## src/sv/fss_pkg.sv

```systemverilog
// Package: types, constants and helper functions for the float32 stream statistics block.
package fss_pkg;
    localparam int INDEX_WIDTH = 32;
    localparam int QUEUE_DEPTH = 4;
    localparam int QUEUE_AW    = $clog2(QUEUE_DEPTH);

    localparam logic [31:0] PLUS_INF  = 32'h7F80_0000;
    localparam logic [31:0] MINUS_INF = 32'hFF80_0000;
    localparam logic [31:0] ALL_ONES  = 32'hFFFF_FFFF;
    localparam logic [INDEX_WIDTH-1:0] INDEX_LIMIT = '1;

    localparam logic [1:0] CLS_FINITE = 2'd0;
    localparam logic [1:0] CLS_NAN    = 2'd1;
    localparam logic [1:0] CLS_INF    = 2'd2;

    typedef struct packed {
        logic [31:0] value_bits;
        logic        end_of_stream;
    } t_in_item;

    typedef struct packed {
        logic [31:0] value_bits;
        logic [1:0]  cls;
        logic        end_of_stream;
    } t_cls_item;

    typedef struct packed {
        logic [31:0] element_count;
        logic [31:0] nan_total;
        logic [31:0] inf_total;
        logic [31:0] min_bits;
        logic [31:0] max_bits;
        logic [31:0] max_abs_bits;
        logic        nan_seen;
        logic [31:0] first_nan_index;
        logic        inf_seen;
        logic [31:0] first_inf_index;
    } t_out_item;

    // a < b in float order for non-NaN words, with both zeros equal
    function automatic logic f_less(input logic [31:0] a, input logic [31:0] b);
        logic a_neg, b_neg, a_zero, b_zero;
        a_neg  = a[31];
        b_neg  = b[31];
        a_zero = (a[30:0] == '0);
        b_zero = (b[30:0] == '0);
        if (a_zero && b_zero) return 1'b0;
        if (a_neg != b_neg) return a_neg && !(a_zero && b_zero);
        if (a_neg) return a[30:0] > b[30:0];
        return a[30:0] < b[30:0];
    endfunction

    function automatic logic [31:0] f_sat_inc(input logic [31:0] c);
        return (c == ALL_ONES) ? c : c + 32'd1;
    endfunction
endpackage

```

## src/sv/fss_if.sv

```systemverilog
// Interfaces: valid/ready channels for input words and result records.
interface fss_in_if;
    logic               valid;
    logic               ready;
    fss_pkg::t_in_item  payload;
    modport source (output valid, output payload, input ready);
    modport sink   (input valid, input payload, output ready);
endinterface

interface fss_out_if;
    logic               valid;
    logic               ready;
    fss_pkg::t_out_item payload;
    modport source (output valid, output payload, input ready);
    modport sink   (input valid, input payload, output ready);
endinterface

```

## src/sv/fss_front.sv

```systemverilog
// Front end: accepts words, classifies them and pushes them into a small queue.
module fss_front (
    input  logic                 i_clk,
    input  logic                 i_rst_n,
    fss_in_if.sink               in_ch,
    output fss_pkg::t_cls_item   o_item,
    output logic                 o_valid,
    input  logic                 i_pop
);
    import fss_pkg::*;

    t_cls_item             r_mem [QUEUE_DEPTH];
    logic [QUEUE_AW-1:0]   r_wp, n_wp, r_rp, n_rp;
    logic [QUEUE_AW:0]     r_cnt, n_cnt;
    t_cls_item             w_item;
    logic                  w_push, w_pop;
    logic [7:0]            w_exp;

    assign w_exp = in_ch.payload.value_bits[30:23];
    always_comb begin
        w_item.value_bits    = in_ch.payload.value_bits;
        w_item.end_of_stream = in_ch.payload.end_of_stream;
        if (w_exp != 8'hFF) w_item.cls = CLS_FINITE;
        else if (in_ch.payload.value_bits[22:0] != '0) w_item.cls = CLS_NAN;
        else w_item.cls = CLS_INF;
    end

    assign in_ch.ready = (r_cnt != (QUEUE_AW+1)'(QUEUE_DEPTH));
    assign w_push = in_ch.valid && in_ch.ready;
    assign o_valid = (r_cnt != '0);
    assign w_pop  = i_pop && o_valid;
    assign o_item = r_mem[r_rp];

    always_comb begin
        n_wp  = w_push ? r_wp + QUEUE_AW'(1) : r_wp;
        n_rp  = w_pop ? r_rp + QUEUE_AW'(1) : r_rp;
        n_cnt = r_cnt + (QUEUE_AW+1)'(w_push) - (QUEUE_AW+1)'(w_pop);
    end

    always_ff @(posedge i_clk) begin
        if (w_push) r_mem[r_wp] <= w_item;
        if (!i_rst_n) begin
            r_wp  <= '0;
            r_rp  <= '0;
            r_cnt <= '0;
        end else begin
            r_wp  <= n_wp;
            r_rp  <= n_rp;
            r_cnt <= n_cnt;
        end
    end
endmodule

```

## src/sv/fss_back.sv

```systemverilog
// Back end: updates running statistics and holds the result record for the sink.
module fss_back (
    input  logic                 i_clk,
    input  logic                 i_rst_n,
    input  fss_pkg::t_cls_item   i_item,
    input  logic                 i_valid,
    output logic                 o_pop,
    fss_out_if.source            out_ch
);
    import fss_pkg::*;

    logic [31:0] r_cnt, r_nan_cnt, r_inf_cnt, r_min, r_max, r_abs, r_nan_idx, r_inf_idx;
    logic        r_nan_f, r_inf_f;
    logic [31:0] n_cnt, n_nan_cnt, n_inf_cnt, n_min, n_max, n_abs, n_nan_idx, n_inf_idx;
    logic        n_nan_f, n_inf_f;
    logic        r_ov, w_take;
    t_out_item   r_out, n_out;
    logic [31:0] w_pos, w_v, w_av;
    logic [INDEX_WIDTH-1:0] w_pos_w;

    assign o_pop  = i_valid && (!r_ov || out_ch.ready);
    assign w_take = o_pop;
    assign out_ch.valid   = r_ov;
    assign out_ch.payload = r_out;
    assign w_v  = i_item.value_bits;
    assign w_av = {1'b0, w_v[30:0]};

    always_comb begin
        if (INDEX_WIDTH >= 32) w_pos_w = INDEX_WIDTH'(r_cnt);
        else if (r_cnt > 32'(INDEX_LIMIT)) w_pos_w = INDEX_LIMIT;
        else w_pos_w = INDEX_WIDTH'(r_cnt);
        w_pos = 32'(w_pos_w);
    end

    always_comb begin
        n_cnt = f_sat_inc(r_cnt);
        n_nan_cnt = r_nan_cnt; n_inf_cnt = r_inf_cnt;
        n_min = r_min; n_max = r_max; n_abs = r_abs;
        n_nan_f = r_nan_f; n_inf_f = r_inf_f;
        n_nan_idx = r_nan_idx; n_inf_idx = r_inf_idx;
        unique case (i_item.cls)
            CLS_NAN: begin
                n_nan_cnt = f_sat_inc(r_nan_cnt);
                if (!r_nan_f) begin
                    n_nan_f = 1'b1;
                    n_nan_idx = w_pos;
                end
            end
            CLS_INF: begin
                n_inf_cnt = f_sat_inc(r_inf_cnt);
                if (!r_inf_f) begin
                    n_inf_f = 1'b1;
                    n_inf_idx = w_pos;
                end
            end
            default: begin
                if (f_less(w_v, r_min)) n_min = w_v;
                if (f_less(r_max, w_v)) n_max = w_v;
                if (w_av > r_abs) n_abs = w_av;
            end
        endcase
        n_out.element_count   = n_cnt;
        n_out.nan_total       = n_nan_cnt;
        n_out.inf_total       = n_inf_cnt;
        n_out.min_bits        = (n_min[30:23] == 8'hFF) ? '0 : n_min;
        n_out.max_bits        = (n_max[30:23] == 8'hFF) ? '0 : n_max;
        n_out.max_abs_bits    = n_abs;
        n_out.nan_seen        = n_nan_f;
        n_out.first_nan_index = n_nan_idx;
        n_out.inf_seen        = n_inf_f;
        n_out.first_inf_index = n_inf_idx;
    end

    always_ff @(posedge i_clk) begin
        if (w_take && i_item.end_of_stream) r_out <= n_out;
        if (!i_rst_n) begin
            r_ov <= 1'b0;
            r_cnt <= '0; r_nan_cnt <= '0; r_inf_cnt <= '0;
            r_min <= PLUS_INF; r_max <= MINUS_INF; r_abs <= '0;
            r_nan_f <= 1'b0; r_inf_f <= 1'b0;
            r_nan_idx <= ALL_ONES; r_inf_idx <= ALL_ONES;
        end else begin
            if (w_take && i_item.end_of_stream) r_ov <= 1'b1;
            else if (out_ch.ready) r_ov <= 1'b0;
            if (w_take) begin
                if (i_item.end_of_stream) begin
                    r_cnt <= '0; r_nan_cnt <= '0; r_inf_cnt <= '0;
                    r_min <= PLUS_INF; r_max <= MINUS_INF; r_abs <= '0;
                    r_nan_f <= 1'b0; r_inf_f <= 1'b0;
                    r_nan_idx <= ALL_ONES; r_inf_idx <= ALL_ONES;
                end else begin
                    r_cnt <= n_cnt; r_nan_cnt <= n_nan_cnt; r_inf_cnt <= n_inf_cnt;
                    r_min <= n_min; r_max <= n_max; r_abs <= n_abs;
                    r_nan_f <= n_nan_f; r_inf_f <= n_inf_f;
                    r_nan_idx <= n_nan_idx; r_inf_idx <= n_inf_idx;
                end
            end
        end
    end
endmodule

```

## src/sv/float32_stream_stats_top.sv

```systemverilog
// Top level: float32 stream statistics with a decoupled classify front and update back.
// One binary32 word is taken per cycle while the queue has room; a four-entry queue separates
// classification from the statistics update, which handles one word per cycle unless an unread
// result holds it. A word marked end_of_stream yields one result record, held in an output
// register that turns valid as the update takes that word from the queue; the statistics then
// restart for the next stream. Input stalls only when the queue fills behind an unread result.
module float32_stream_stats_top (
    input  logic      i_clk,
    input  logic      i_rst_n,
    fss_in_if.sink    in_ch,
    fss_out_if.source out_ch
);
    import fss_pkg::*;

    t_cls_item w_item;
    logic      w_valid, w_pop;

    fss_front u_front (
        .i_clk(i_clk), .i_rst_n(i_rst_n), .in_ch(in_ch),
        .o_item(w_item), .o_valid(w_valid), .i_pop(w_pop)
    );

    fss_back u_back (
        .i_clk(i_clk), .i_rst_n(i_rst_n), .i_item(w_item),
        .i_valid(w_valid), .o_pop(w_pop), .out_ch(out_ch)
    );
endmodule
```

## src/flat_wrapper.sv

```systemverilog
// flat-port wrapper written by rule: the top's interface ports become plain ports
module float32_stream_stats_top_flat import fss_pkg::*;
  (i_clk, i_rst_n, in_ch_valid, in_ch_payload, in_ch_ready, out_ch_valid, out_ch_payload, out_ch_ready);
  fss_in_if in_ch_i ();
  fss_out_if out_ch_i ();
  input  logic i_clk;
  input  logic i_rst_n;
  input wire logic [$bits(in_ch_i.valid)-1:0] in_ch_valid;
  input wire logic [$bits(in_ch_i.payload)-1:0] in_ch_payload;
  output wire logic [$bits(in_ch_i.ready)-1:0] in_ch_ready;
  output wire logic [$bits(out_ch_i.valid)-1:0] out_ch_valid;
  output wire logic [$bits(out_ch_i.payload)-1:0] out_ch_payload;
  input wire logic [$bits(out_ch_i.ready)-1:0] out_ch_ready;
  assign in_ch_i.valid = in_ch_valid;
  assign in_ch_i.payload = in_ch_payload;
  assign in_ch_ready = in_ch_i.ready;
  assign out_ch_valid = out_ch_i.valid;
  assign out_ch_payload = out_ch_i.payload;
  assign out_ch_i.ready = out_ch_ready;
  float32_stream_stats_top u_core (.i_clk(i_clk), .i_rst_n(i_rst_n), .in_ch(in_ch_i), .out_ch(out_ch_i));
endmodule
```

## config.mk

```make
export PLATFORM = sky130hd
export DESIGN_NAME = float32_stream_stats_top_flat
export DESIGN_NICKNAME = d
export VERILOG_FILES = /design/src/sv/fss_pkg.sv /design/src/sv/fss_if.sv /design/src/sv/fss_front.sv /design/src/sv/fss_back.sv /design/src/sv/float32_stream_stats_top.sv /design/src/flat_wrapper.sv
export SDC_FILE = /design/constraint.sdc
export NUM_CORES = 1
export LEC_CHECK = 0
export ABC_AREA = 0
export BUFFER_PORTS_ARGS = -buffer_cell sky130_fd_sc_hd__buf_2
export CAP_MARGIN = 20
export CELL_PAD_IN_SITES_DETAIL_PLACEMENT = 1
export CELL_PAD_IN_SITES_GLOBAL_PLACEMENT = 2
export CORE_ASPECT_RATIO = 1.25
export CORE_MARGIN = 2
export CORE_UTILIZATION = 36
export DETAILED_ROUTE_END_ITERATION = 12
export PLACE_DENSITY = 0.74
export SLEW_MARGIN = 40
export SYNTH_ARGS = -nofsm -noshare
export SYNTH_HDL_FRONTEND = slang
export SYNTH_SLANG_ARGS = --single-unit
```

## constraint.sdc

```tcl
create_clock -name i_clk -period 7.6 [get_ports i_clk]
set_clock_uncertainty 0.15 [all_clocks]
set_input_delay 0.76 -clock i_clk [delete_from_list [all_inputs] [get_ports i_clk]]
set_output_delay 0.76 -clock i_clk [all_outputs]
set_load 0.005 [all_outputs]
```

### After elaboration in Yosys (flattened, before gate mapping)

Memory sizes are Yosys's and may differ from the RTL's. A register that Yosys moved wholly into a read port is not among the register bits.
Cells that the tools add are included.

* register bits after elaboration: 524
* memory bits (writable): 140
* input port bits: 37
* output and inout port bits: 260
* word-level logic and storage cells: 134
* memories: 1

* add/sub/neg operators: 7
* order comparisons: 5
* equal/unequal tests: 11
* muxes and demuxes: 67
* reduce and logical (&&, ||, !) cells: 19

Memory list
* u_core.u_front.r_mem: depth 4, width 35, rd ports 1, clocked after Yosys merged registers in 1, write ports 1, line fss_front.sv:12 `t_cls_item r_mem [QUEUE_DEPTH];`

Operator list (number)
* $mux 32: 23
* $add 32x1->32 const B: 3
* $eq 32x32->1 const B: 3
* $logic_not 31->1: 3
* $gt 31x31->1: 2
* $lt 31x31->1: 2
* $mux 1: 40
* $gt 31x32->1: 1
* $reduce_bool 23->1: 1
* $eq 8x8->1 const B: 2
* $logic_and 1x1->1: 8
* $mux 2: 4
* $ne 8x8->1 const B: 1
* $add 2x1->2 const B: 2
* $add 3x1->3: 1
* $logic_not 1->1: 3
* $ne 3x3->1 const B: 1
* $reduce_bool 3->1: 1
* $sub 3x1->3: 1
* $eq 2x1->1 const B: 1
* $eq 2x2->1 const B: 1
* $ne 1x1->1: 2
* $reduce_bool 2->1: 1
* $reduce_or 2->1: 1
* $logic_or 1x1->1: 1

### Depth between registers and ports, before layout

Gate-level depths: netlist of run 1.

* depth in word-level cells: 16
* mapped depth: 14
* mapped depth without buffers: 12

### Cells and area by module

From an unflattened synthesis of run 1, not the netlist that was laid out.

* cell total of the unflattened synthesis: 2640
* area total of the unflattened synthesis: 29887.4 µm²

By module, submodules not included
* fss_back: times used 1, cells an instance 2396, area an instance 24285.8 µm², seq. area each 12932.4 µm²
* fss_front: times used 1, cells an instance 244, area an instance 5601.6 µm², seq. area each 4384.2 µm²

### Worst setup path before layout of run 1

Ideal clock, no wire load.

* path kind: register to register
* start: reg with a tool-made name
* end: reg u_core.u_back.r_min[16]
* setup time: 117 ps
* arrival time: 7445 ps
* data required time: 7333 ps
* setup slack: -112 ps
* cell stages (with the launch flop): 11
* path buffers: 4
* period minus slack after synthesis: 7712 ps
* cells stage by stage: dfxtp_1 -> buf_2 -> buf_2 -> mux2i_1 -> mux2i_1 -> nand2_1 -> inv_1 -> nor2_1 -> clkbuf_1 -> clkbuf_1 -> a32o_1

RTL lines
* end signal, assigned: line fss_back.sv:93 `r_min <= n_min; r_max <= n_max; r_abs <= n_abs;`
* end, declared: line fss_back.sv:12 `logic [31:0] r_cnt, r_nan_cnt, r_inf_cnt, r_min, r_max, r_abs, r_nan_idx, r_inf_idx;`

==> summary.md, run 1 <==
Worst setup path
- cell breakdown of the critical path: buf_4 -> mux4_2 -> ha_1 -> nand4_1 -> or4_1 -> or3_1 -> buf_4 -> o41ai_4 -> buf_4 -> nor2_1 -> a22o_2 -> buf_4 -> mux2i_1
- peak per-stage delay on the critical path: 0.59 ns
- WP data required: 7.79 ns
- Reg2Reg Capture Point: u_core.u_back.out_ch.payload[95]
- Worst Reg2Reg Path Length in Cells: 13
- worst setup path endpoint: u_core.u_back.out_ch.payload[95]
- data arrival at the endpoint of the critical path: 5.94 ns
- most prevalent standard cell on the critical path: sky130_fd_sc_hd__buf_4
- sum of buffers and inverters on the critical path: 4
- cell type group with the largest total delay on the critical path: buffers and inverters
- number of logic stages on the critical path including buffering: 13
- highest fanout seen on the critical path: 34
- setup slack of the most critical reg-to-reg path: 1.86 ns
- kind of launch point of the worst setup path: flop
- sort of element at the end of the critical path: flop
- critical path type: flop to flop
- CP max-delay cell: sky130_fd_sc_hd__dfxtp_1

Clocking
- CTS tree: yes
- TritonCTS buffer count: 73
- number of clock sinks: 666
- buffers from clock root to sink, at most: 3
- # resized after CTS: 0
- clock slew seen by the registers of the worst setup and hold paths: 0.07 ns
- number of buffers inserted by post-CTS setup repair: 0
- Clk Latency, worst-skew pair: 0.64 ns
- Hold-fix buffers, CTS: 0
- root buffer cell: sky130_fd_sc_hd__clkbuf_16
- number of H-tree levels: 3

Power and ir drop
- share of total power consumed by net switching: 0.406
- clock share of power: 0.215
- leakage power: 13.3 nW
- maximum vdd ir drop: 0.292 mV
- Internal: 9.88 mW
- sequential power share: 0.356
- Gate power share: 0.429
- power dissipated by switching net loads: 6.76 mW
- Power Dens Cells: 471 nW/um2
- sum of internal, switching and leakage power: 16.6 mW

Place
- number of I/O port buffers: 296
- global placement routability congestion: 0.864
- worst slack, placed: 1.89 ns
- placed inst area: 32900 um2
- post-placement cell count: 3878
- estimated wirelength of the detail-placed design: 68000 um

GRT
- global-route wire length before repair: 150000 um
- Remaining Overflow, GRT: 0
- global-route usage over all layers: 0.225
- antenna violations before repair: 13
- via count of the first global-routing pass: 23900
- maximum number of pins on one net before global-route repair: 155

Synth
- post-synthesis area per instance: 11.5 um2
- Post-synth EDFFs: 398
- portion of the post-synthesis area used by sequential elements: 0.570
- dominant register cell in the synthesized netlist: sky130_fd_sc_hd__edfxtp_1
- Yosys cell types: 76
- number of instances in the synthesized netlist: 2632
- post-synth design cell area: 30400 um2
- number of warning messages in the yosys log: 0
- fraction of synthesis flops using an asynchronous set or reset pin: 0
- post-synthesis register bit count: 666
- net count of the mapped netlist: 2774

STA
- final period utilization: 0.756
- setup TNS: 0 ns
- maximum frequency from static timing analysis: 174 MHz
- final worst hold slack: 0.181 ns
- final period demand of the worst path: 5.74 ns
- number of failing setup endpoints in the final timing report: 0
- final worst slack: 1.86 ns
- RSZ-0062 raised after global routing: no
- count of final hold-check violations: 0
- normalized max-slew margin: 0.443
- final number of max-transition violations: 0
- slew at the pin closest to its max-slew limit: 0.834 ns

Drt
- length of the first detailed-routing pass in iterations: 5
- number of nets with antenna violations after routing: 0
- average detailed-routed wire length per instance: 24.9 um
- per-cell via count in the routed design: 5.65
- DRC violation count after routing: 0
- number of vias in the routed layout: 22700
- number of design-rule violations left by the first detailed-router iteration: 1440
- wire length reported by the detailed router: 100000 um

Cells and area
- Layout Area Growth over Synthesis: 16.2%
- final cell count without fillers: 4011
- Post-layout nets: 3007
- final cell utilization of the core: 0.420
- commonest non-fill, non-tap cell in the layout: sky130_fd_sc_hd__edfxtp_1
- final design area excluding fillers: 35300 um2
- share of cells above drive strength 1: 0.200
- total inserted antenna cells: 0
- highest-count cells in the layout ignoring fill and taps: sky130_fd_sc_hd__edfxtp_1 (398), sky130_fd_sc_hd__nand2_1 (370), sky130_fd_sc_hd__buf_2 (296)

Worst hold path
- class of the most critical hold timing path: input port to flop

Flow run
- MaxCap Viol Count: 0

Status
- result of the run: finished clean

Floorplan
- num ports: 297
- core area: 84000 um2
- floorplan die width: 264 um
- initial standard-cell utilization of the core: 0.362
- floorplan die area: 86800 um2
- # rows: 119
- Die Height: 329 um

==> kinds of logic after synthesis <==
family | after synthesis | share of synthesized area
buffers and inverters | 301 | 0.0418
XOR/XNOR | 98 | 0.0282
adder cells (fa/ha/maj) | 105 | 0.0435
AO/OA/AOI/OAI | 468 | 0.110
multiplexers | 199 | 0.0820
AND/OR/NAND/NOR | 795 | 0.125
flip-flops | 666 | 0.570
==> per-layer routing <==
layer	GRT usage	up-vias	wire (um)
met5	0	-	104
met2	0.408	602	51300
met3	0.0520	176	5830
met4	0.0789	16	3100
li1	-	10400	-
met1	0.260	11500	39600
==> worst min-delay path by stage <==
stage | start | to | slack, ns | depth (start not counted)
after floorplan | u_core.u_back.r_inf_cnt[29] | u_core.u_back.r_inf_cnt[29] | 0.26 | 1
after global placement | u_core.u_back.r_inf_cnt[29] | u_core.u_back.r_inf_cnt[29] | 0.27 | 1
after detailed placement | u_core.u_back.r_nan_idx[18] | u_core.u_back.r_nan_idx[18] | 0.31 | 2
after CTS | in_ch_payload[0] | u_core.u_front.r_mem[0][0] | 0.15 | 1
after global routing | in_ch_payload[0] | u_core.u_front.r_mem[0][0] | 0.18 | 1
final | in_ch_payload[0] | u_core.u_front.r_mem[0][0] | 0.18 | 1
==> cell usage after synthesis, types with 15 or more instances <==
master,number,share of area
sky130_fd_sc_hd__edfxtp_1,398,0.39
sky130_fd_sc_hd__nand2_1,373,0.046
sky130_fd_sc_hd__dfxtp_1,268,0.18
sky130_fd_sc_hd__clkbuf_1,134,0.017
sky130_fd_sc_hd__inv_1,117,0.014
sky130_fd_sc_hd__nand3_1,117,0.019
sky130_fd_sc_hd__ha_1,104,0.043
sky130_fd_sc_hd__mux2i_1,96,0.032
sky130_fd_sc_hd__o21ai_0,86,0.014
sky130_fd_sc_hd__a21oi_1,79,0.013
sky130_fd_sc_hd__nor2_1,70,0.0086
sky130_fd_sc_hd__mux2_2,69,0.026
sky130_fd_sc_hd__xnor2_1,68,0.020
sky130_fd_sc_hd__nor4_1,64,0.013
sky130_fd_sc_hd__nand4_1,52,0.011
sky130_fd_sc_hd__a32o_1,48,0.016
sky130_fd_sc_hd__o31ai_1,44,0.011
sky130_fd_sc_hd__a31oi_1,41,0.0084
sky130_fd_sc_hd__mux4_2,33,0.024
sky130_fd_sc_hd__a32oi_1,31,0.0089
sky130_fd_sc_hd__o221ai_1,30,0.0086
sky130_fd_sc_hd__xor2_1,30,0.0086
sky130_fd_sc_hd__and3_1,26,0.0054
sky130_fd_sc_hd__buf_2,18,0.0030
sky130_fd_sc_hd__and4_1,16,0.0046
sky130_fd_sc_hd__or3_1,16,0.0033
sky130_fd_sc_hd__a21o_1,15,0.0037
sky130_fd_sc_hd__nor3_1,15,0.0025
==> power groups by stage <==
stage | combinational [mW] | clock [mW] | sequential (mW)
global placement | 6.87 | 0 | 5.96
detailed placement | 7.14 | 0 | 6.01
finish | 7.13 | 3.58 | 5.92
floorplan | 4.54 | 0 | 5.91
CTS | 7.16 | 3.68 | 5.95
global route | 7.77 | 3.80 | 6.04
==> final cells by class <==
class	count	area, um2
clock inverter	28	302
multi-input combinational	1665	12000
clock buffer	104	2060
fill	9053	48700
sequential	666	17300
tap	1089	1360
timing repair buffer	342	1870
inverter	117	444
==> sequential cells by signal, indices dropped and copies added (netlist names), 2 cells and up, named ones only <==
name / count
u_core.u_back.r_nan_cnt: 32
u_core.u_back.r_nan_idx: 32
u_core.u_back.r_inf_cnt: 32
u_core.u_front.r_cnt: 3
u_core.u_back.out_ch.payload: 258
u_core.u_back.r_inf_idx: 32
u_core.u_back.r_cnt: 32
u_core.u_front.r_wp: 2
u_core.u_front.r_rp: 2
u_core.u_front.r_mem: 140
u_core.u_back.r_min: 32
u_core.u_back.r_max: 32
u_core.u_back.r_abs: 32
Power figures use the tool's default switching activity.
==> run 2, diff against run 1 <==
- CORE_UTILIZATION: 36 -> 40
- PLACE_DENSITY: 0.74 -> 0.78
- clock period: 7.6 -> 5.89 ns (I/O delays scaled with it)
==> run 2 against run 1 <==
Combinational power increased by 33%. Sequential power rose by 29%. Utilization is 4.5 points higher. Wire length grew 0.17%. Sequential share of layout area grew 0.18 points. Via count up 0.94%. Register-to-register slack worse by 1.1 ns. Die area decreased by 9.9%. First-iteration DRC count fell by 12%. Final cell count shrank 2.6%.
==> summary.md, run 2 (synthesis gave the netlist of run 1 again) <==
Status
- result of the run: finished clean

GRT
- global-route wire length before repair: 151000 um, +0.81%
- antenna violations before repair: 7, -6
- via count of the first global-routing pass: 24200, +1.3%
- global-route usage over all layers: 0.252, +0.0270
- Remaining Overflow, GRT: 0, unchanged
- maximum number of pins on one net before global-route repair: 118, -24%

Worst setup path
- worst setup path endpoint: u_core.u_back.out_ch.payload[135]
- data arrival at the endpoint of the critical path: 5.30 ns, -0.64 ns
- highest fanout seen on the critical path: 16, -53%
- Reg2Reg Capture Point: u_core.u_back.out_ch.payload[135]
- kind of launch point of the worst setup path: flop
- setup slack of the most critical reg-to-reg path: 0.80 ns, -1.06 ns
- Worst Reg2Reg Path Length in Cells: 11, -2
- WP data required: 6.10 ns, -1.69 ns
- sort of element at the end of the critical path: flop
- critical path type: flop to flop

STA
- count of final hold-check violations: 0, unchanged
- normalized max-slew margin: 0.445, +0.00232
- slew at the pin closest to its max-slew limit: 0.832 ns, -0.00259 ns
- final number of max-transition violations: 0, unchanged
- setup TNS: 0 ns, unchanged
- maximum frequency from static timing analysis: 196 MHz, +13%
- RSZ-0062 raised after global routing: no
- number of failing setup endpoints in the final timing report: 0, unchanged
- final worst slack: 0.799 ns, -1.06 ns
- final period utilization: 0.864, +0.109
- final worst hold slack: 0.0484 ns, -0.133 ns
- final period demand of the worst path: 5.09 ns, -0.653 ns

Drt
- per-cell via count in the routed design: 5.86, +3.7%
- length of the first detailed-routing pass in iterations: 5, unchanged
- number of nets with antenna violations after routing: 0, unchanged
- wire length reported by the detailed router: 100000 um, +0.17%
- DRC violation count after routing: 0, unchanged
- number of vias in the routed layout: 22900, +0.94%
- average detailed-routed wire length per instance: 25.6 um, +2.9%
- number of design-rule violations left by the first detailed-router iteration: 1268, -12%

Cells and area
- final cell count without fillers: 3905, -2.6%
- Layout Area Growth over Synthesis: 15.8%
- final cell utilization of the core: 0.465, +0.0446
- highest-count cells in the layout ignoring fill and taps: sky130_fd_sc_hd__edfxtp_1 (398), sky130_fd_sc_hd__nand2_1 (368), sky130_fd_sc_hd__buf_2 (296)
- Post-layout nets: 3011, +0.13%
- final design area excluding fillers: 35200 um2, -0.37%
- flip-flop count of the largest register after layout: 258, unchanged
- commonest non-fill, non-tap cell in the layout: sky130_fd_sc_hd__edfxtp_1
- share of cells above drive strength 1: 0.203, +0.00314

Place
- number of I/O port buffers: 296, unchanged
- post-placement cell count: 3773, -2.7%
- placed inst area: 32900 um2, -0.11%
- global placement routability congestion: 0.891, +3.1%
- worst slack, placed: 0.601 ns, -1.29 ns
- estimated wirelength of the detail-placed design: 68300 um, +0.45%

Floorplan
- floorplan die width: 251 um, -5.1%
- num ports: 297, unchanged
- floorplan die area: 78200 um2, -9.9%
- initial standard-cell utilization of the core: 0.402, +0.0399
- Die Height: 312 um, -5.1%
- core area: 75600 um2, -9.9%
- # rows: 113, -5.0%

Clocking
- root buffer cell: sky130_fd_sc_hd__clkbuf_16
- buffers from clock root to sink, at most: 3, unchanged
- number of H-tree levels: 3, unchanged
- clock slew seen by the registers of the worst setup and hold paths: 0.06 ns, about the same
- Clk Latency, worst-skew pair: 0.63 ns, about the same
- # resized after CTS: 0, unchanged
- number of clock sinks: 666, unchanged
- TritonCTS buffer count: 69, -5.5%
- CTS tree: yes

Worst hold path
- hold path start: in_ch_payload[7]
- class of the most critical hold timing path: input port to flop

Power and ir drop
- sum of internal, switching and leakage power: 21.6 mW, +30%
- leakage power: 13.3 nW, about the same
- maximum vdd ir drop: 0.338 mV, +16%
- Power Dens Cells: 613 nW/um2, +30%

Flow run
- MaxCap Viol Count: 0, unchanged

-- run 2: changes by cell type in the layout (fill, tap and decap cells not counted), sizes merged --
cell | previous run | this run
diode | 0 | 2
clkinv | 21 | 26
clkinvlp | 3 | 5
inv | 115 | 118
dlygate4sd3 | 0 | 1
clkbuf | 104 | 90
buf | 342 | 349
-- run 2: layout make-up --
type | instances | area (um2)
well taps | 977 | 1220
repair buffers | 350 | 1980
flip-flops and latches | 666 | 17300
diodes | 2 | 5.00
multi-input cells | 1665 | 11900
fillers | 8032 | 40500
inverters | 117 | 444
clock inverters | 38 | 362
clock buffers | 90 | 1900
-- run 2: critical path: stages, from the launching register on --
cell,delay [ns]
sky130_fd_sc_hd__dfxtp_2,0.71
sky130_fd_sc_hd__buf_4,0.45
sky130_fd_sc_hd__mux4_2,0.68
sky130_fd_sc_hd__ha_1,0.34
sky130_fd_sc_hd__a21oi_1,0.15
sky130_fd_sc_hd__o21ai_0,0.10
sky130_fd_sc_hd__a221oi_1,0.35
sky130_fd_sc_hd__a21boi_0,0.27
sky130_fd_sc_hd__a2111oi_1,0.68
sky130_fd_sc_hd__nand2_2,0.39
sky130_fd_sc_hd__buf_4,0.35
sky130_fd_sc_hd__mux2i_1,0.16
-- run 2: layer usage --
layer / up-vias / wire [um] / GRT usage
met4: 6 / 4110 / 0.116
met3: 209 / 5660 / 0.0474
met2: 693 / 51000 / 0.449
li1: 10400 / - / -
met5: - / 33 / 0
met1: 11600 / 39300 / 0.294
-- run 2: worst min-delay path by stage --
| stage | end | cells past startpoint |
|---|---|---|
| after floorplan | u_core.u_back.r_inf_cnt[29] | 1 |
| after global placement | u_core.u_back.r_inf_cnt[29] | 1 |
| after detailed placement | u_core.u_back.r_inf_cnt[29] | 1 |
| after CTS | u_core.u_front.r_mem[0][4] | 1 |
| after global routing | u_core.u_front.r_mem[0][9] | 1 |
| final | u_core.u_front.r_mem[0][9] | 1 |
-- run 2: repair_timing --
action,CTS,global route
hold buffers,1,0
setup buffers,0,0
hold endpoints to repair,4,0
-- run 2: where the power goes --
group	internal, mW	switching (mW)	leakage (nW)
Combinational	3.27	6.19	6.28
Sequential	6.89	0.768	5.94
Clock	2.55	1.90	1.11
==> run 3, diff against run 2 <==
- CELL_PAD_IN_SITES_DETAIL_PLACEMENT: 1 -> unset
- CELL_PAD_IN_SITES_GLOBAL_PLACEMENT: 2 -> unset
- CORE_UTILIZATION: 40 -> 59
- SYNTH_HIERARCHICAL: unset -> 1
==> run 3 against run 2 <==
Area after synthesis is 1.7% lower. Wire length fell by 19%. Register-to-register slack better by 0.12 ns. Critical path type unchanged. Critical endpoint is now u_core/u_back/r_max[13]. Largest cell class unchanged. Highest routed layer unchanged.
==> summary.md, run 3 <==
Floorplan
- initial standard-cell utilization of the core: 0.596, +0.194
- num ports: 297, unchanged
- core area: 50200 um2, -34%
- Die Height: 256 um, -18%
- floorplan die area: 52500 um2, -33%
- floorplan die width: 205 um, -18%
- # rows: 92, -19%

Worst setup path
- setup slack of the most critical reg-to-reg path: 0.91 ns, +0.12 ns
- critical path type: flop to flop
- data arrival at the endpoint of the critical path: 5.36 ns, +0.06 ns
- peak per-stage delay on the critical path: 0.78 ns, +0.07 ns
- kind of launch point of the worst setup path: flop
- CP max-delay cell: sky130_fd_sc_hd__mux4_2
- cell breakdown of the critical path: mux4_2 -> inv_1 -> ha_1 -> nand4_1 -> nor4_1 -> a21boi_0 -> nor2_1 -> a211o_1 -> buf_4 -> a32o_1
- cell type group with the largest total delay on the critical path: compound AO/OA/AOI/OAI gates
- sum of buffers and inverters on the critical path: 2, unchanged
- WP data required: 6.27 ns, +0.17 ns
- sort of element at the end of the critical path: flop
- highest fanout seen on the critical path: 18, +2

STA
- final period demand of the worst path: 4.98 ns, -0.115 ns
- final period utilization: 0.845, -0.0195
- slew at the pin closest to its max-slew limit: 0.837 ns, +0.00510 ns
- RSZ-0062 raised after global routing: no
- final worst slack: 0.914 ns, +0.115 ns
- normalized max-slew margin: 0.441, -0.00472
- final number of max-transition violations: 0, unchanged
- number of failing setup endpoints in the final timing report: 0, unchanged
- count of final hold-check violations: 0, unchanged
- maximum frequency from static timing analysis: 201 MHz, +2.3%
- final worst hold slack: 0.0304 ns, -0.0180 ns

GRT
- via count of the first global-routing pass: 22100, -8.6%
- global-route usage over all layers: 0.308, +0.0552
- maximum number of pins on one net before global-route repair: 134, +14%
- global-route wire length before repair: 125000 um, -17%
- antenna violations before repair: 1, -6
- Remaining Overflow, GRT: 0, unchanged

Drt
- length of the first detailed-routing pass in iterations: 6, +1
- number of vias in the routed layout: 22700, -0.54%
- number of design-rule violations left by the first detailed-router iteration: 2122, +67%
- DRC violation count after routing: 0, unchanged
- wire length reported by the detailed router: 81600 um, -19%
- per-cell via count in the routed design: 6.32, +8.0%
- number of nets with antenna violations after routing: 0, unchanged
- average detailed-routed wire length per instance: 22.7 um, -12%

Power and ir drop
- Power Dens Cells: 545 nW/um2, -11%
- clock share of power: 0.230, +0.023
- Internal: 11.5 mW, -9.2%
- maximum vdd ir drop: 0.414 mV, +22%
- leakage power: 13.2 nW, -1.3%
- sequential power share: 0.394, +0.039
- power dissipated by switching net loads: 7.08 mW, -20%
- share of total power consumed by net switching: 0.380, -0.0306
- Gate power share: 0.376, -0.062

Synth
- number of instances in the synthesized netlist: 2640, +0.30%
- leading area contributor after synthesis: sky130_fd_sc_hd__edfxtp_1
- top cells by area, synth: sky130_fd_sc_hd__edfxtp_1 (40%), sky130_fd_sc_hd__dfxtp_1 (18%), sky130_fd_sc_hd__ha_1 (4.4%)
- post-synthesis area per instance: 11.3 um2, -1.9%
- post-synthesis register bit count: 666, unchanged
- post-synth design cell area: 29900 um2, -1.7%
- net count of the mapped netlist: 2782, +0.29%
- most numerous cell in the Yosys netlist: sky130_fd_sc_hd__edfxtp_1
- number of warning messages in the yosys log: 6, +6
- Yosys cell types: 89, +17%
- Post-synth EDFFs: 398, unchanged
- top cells by count, synth: sky130_fd_sc_hd__edfxtp_1 (398), sky130_fd_sc_hd__nand2_1 (332), sky130_fd_sc_hd__dfxtp_1 (268)
- fraction of synthesis flops using an asynchronous set or reset pin: 0, unchanged
- fraction of post-synthesis cell area in the top cell type by area: 0.400, +0.00660
- portion of the post-synthesis area used by sequential elements: 0.579, +0.00957
- dominant register cell in the synthesized netlist: sky130_fd_sc_hd__edfxtp_1

Cells and area
- flip-flop count of the largest register after layout: 258, unchanged
- final cell utilization of the core: 0.680, +0.215
- commonest non-fill, non-tap cell in the layout: sky130_fd_sc_hd__edfxtp_1
- highest-count cells in the layout ignoring fill and taps: sky130_fd_sc_hd__edfxtp_1 (398), sky130_fd_sc_hd__nand2_1 (329), sky130_fd_sc_hd__buf_2 (296)
- Layout Area Growth over Synthesis: 14.3%
- total inserted antenna cells: 0, -2
- share of cells above drive strength 1: 0.198, -0.00532
- Post-layout nets: 3029, +0.60%

Flow run
- MaxCap Viol Count: 0, unchanged

Clocking
- buffers from clock root to sink, at most: 3, unchanged
- Clk Latency, worst-skew pair: 0.66 ns, +0.03 ns
- CTS tree: yes
- clock slew seen by the registers of the worst setup and hold paths: 0.06 ns, about the same
- number of buffers inserted by post-CTS setup repair: 0, unchanged
- TritonCTS buffer count: 61, -12%
- root buffer cell: sky130_fd_sc_hd__clkbuf_16
- number of clock sinks: 666, unchanged
- number of H-tree levels: 2, -1

Status
- result of the run: finished clean

Place
- number of I/O port buffers: 296, unchanged
- worst slack, placed: 0.995 ns, +0.393 ns
- global placement routability congestion: 0.970, +8.8%
- estimated wirelength of the detail-placed design: 54400 um, -20%

Worst hold path
- class of the most critical hold timing path: input port to flop

## run 3: changes by cell type after synthesis, moves of 31 or more
cell                      delta
sky130_fd_sc_hd__nand3_1    +43
sky130_fd_sc_hd__a32oi_1    -31
sky130_fd_sc_hd__nor2_1     +82
sky130_fd_sc_hd__mux2i_1    -57
sky130_fd_sc_hd__o21ai_0    +36
sky130_fd_sc_hd__o31ai_1    -35
sky130_fd_sc_hd__nand2_1    -41
## run 3: final timing paths
kind / start / to / depth (start not counted)
setup / recovery: flop / u_core/u_back/r_max[13] / 10
hold / removal: in_ch_payload[18] / u_core/u_front/r_mem[3][20] / 1
setup reg to reg: flop / u_core/u_back/r_max[13] / 10
hold reg to reg: u_core/u_back/r_nan_idx[29] / u_core/u_back/r_nan_idx[29] / 2
## run 3: cell type report
cell class	count	area [um2]
Sequential cell	666	17300
Fill cell	3641	16000
Multi-Input combinational cell	1699	11500
Timing Repair Buffer	344	1900
Clock buffer	76	1610
Tap cell	658	823
Clock inverter	39	557
Inverter	115	437
## run 3: logic make-up (layout without fill, tap and decap cells)
kind of cell | after synthesis | in the layout | synth area share
xor+xnor | 97 | 97 | 0.0284
buf+inv | 275 | 574 | 0.0388
flops | 666 | 666 | 0.579
mux | 130 | 130 | 0.0605
simple gates | 904 | 904 | 0.145
compound gates | 463 | 463 | 0.103
fa+ha+maj | 105 | 105 | 0.0442
## run 3: per-layer routing
layer | track usage | wire (um) | vias to the layer above
met5 | 0 | 13 | -
met3 | 0.0430 | 6000 | 263
met4 | 0.154 | 4200 | 2
met1 | 0.376 | 30100 | 11100
met2 | 0.531 | 41200 | 1118
li1 | - | - | 10200
## run 3: power by group through the flow
stage / registers (mW) / clock network (mW) / logic [mW]
global placement: 7.35 / 0 / 6.64
detailed placement: 7.40 / 0 / 6.86
finish: 7.34 / 4.27 / 7.01
global route: 7.45 / 4.49 / 7.60
floorplan: 7.33 / 0 / 4.29
CTS: 7.34 / 4.32 / 6.94
## run 3: metrics by stage
step	power [mW]	TNS, ns	area, um2	instances
4_1_cts	18.6	0	34100	3597
3_3_place_gp	14.0	0	31900	3481
6_report	18.6	0	34100	3597
3_5_place_dp	14.3	0	32000	3481
5_1_grt	19.5	0	34100	3597
2_1_floorplan	11.6	-42.75	29900	2640
## run 3: repair_timing
item,CTS,global route
hold buffers,1,0
hold endpoints to repair,4,0
resized for setup,0,0
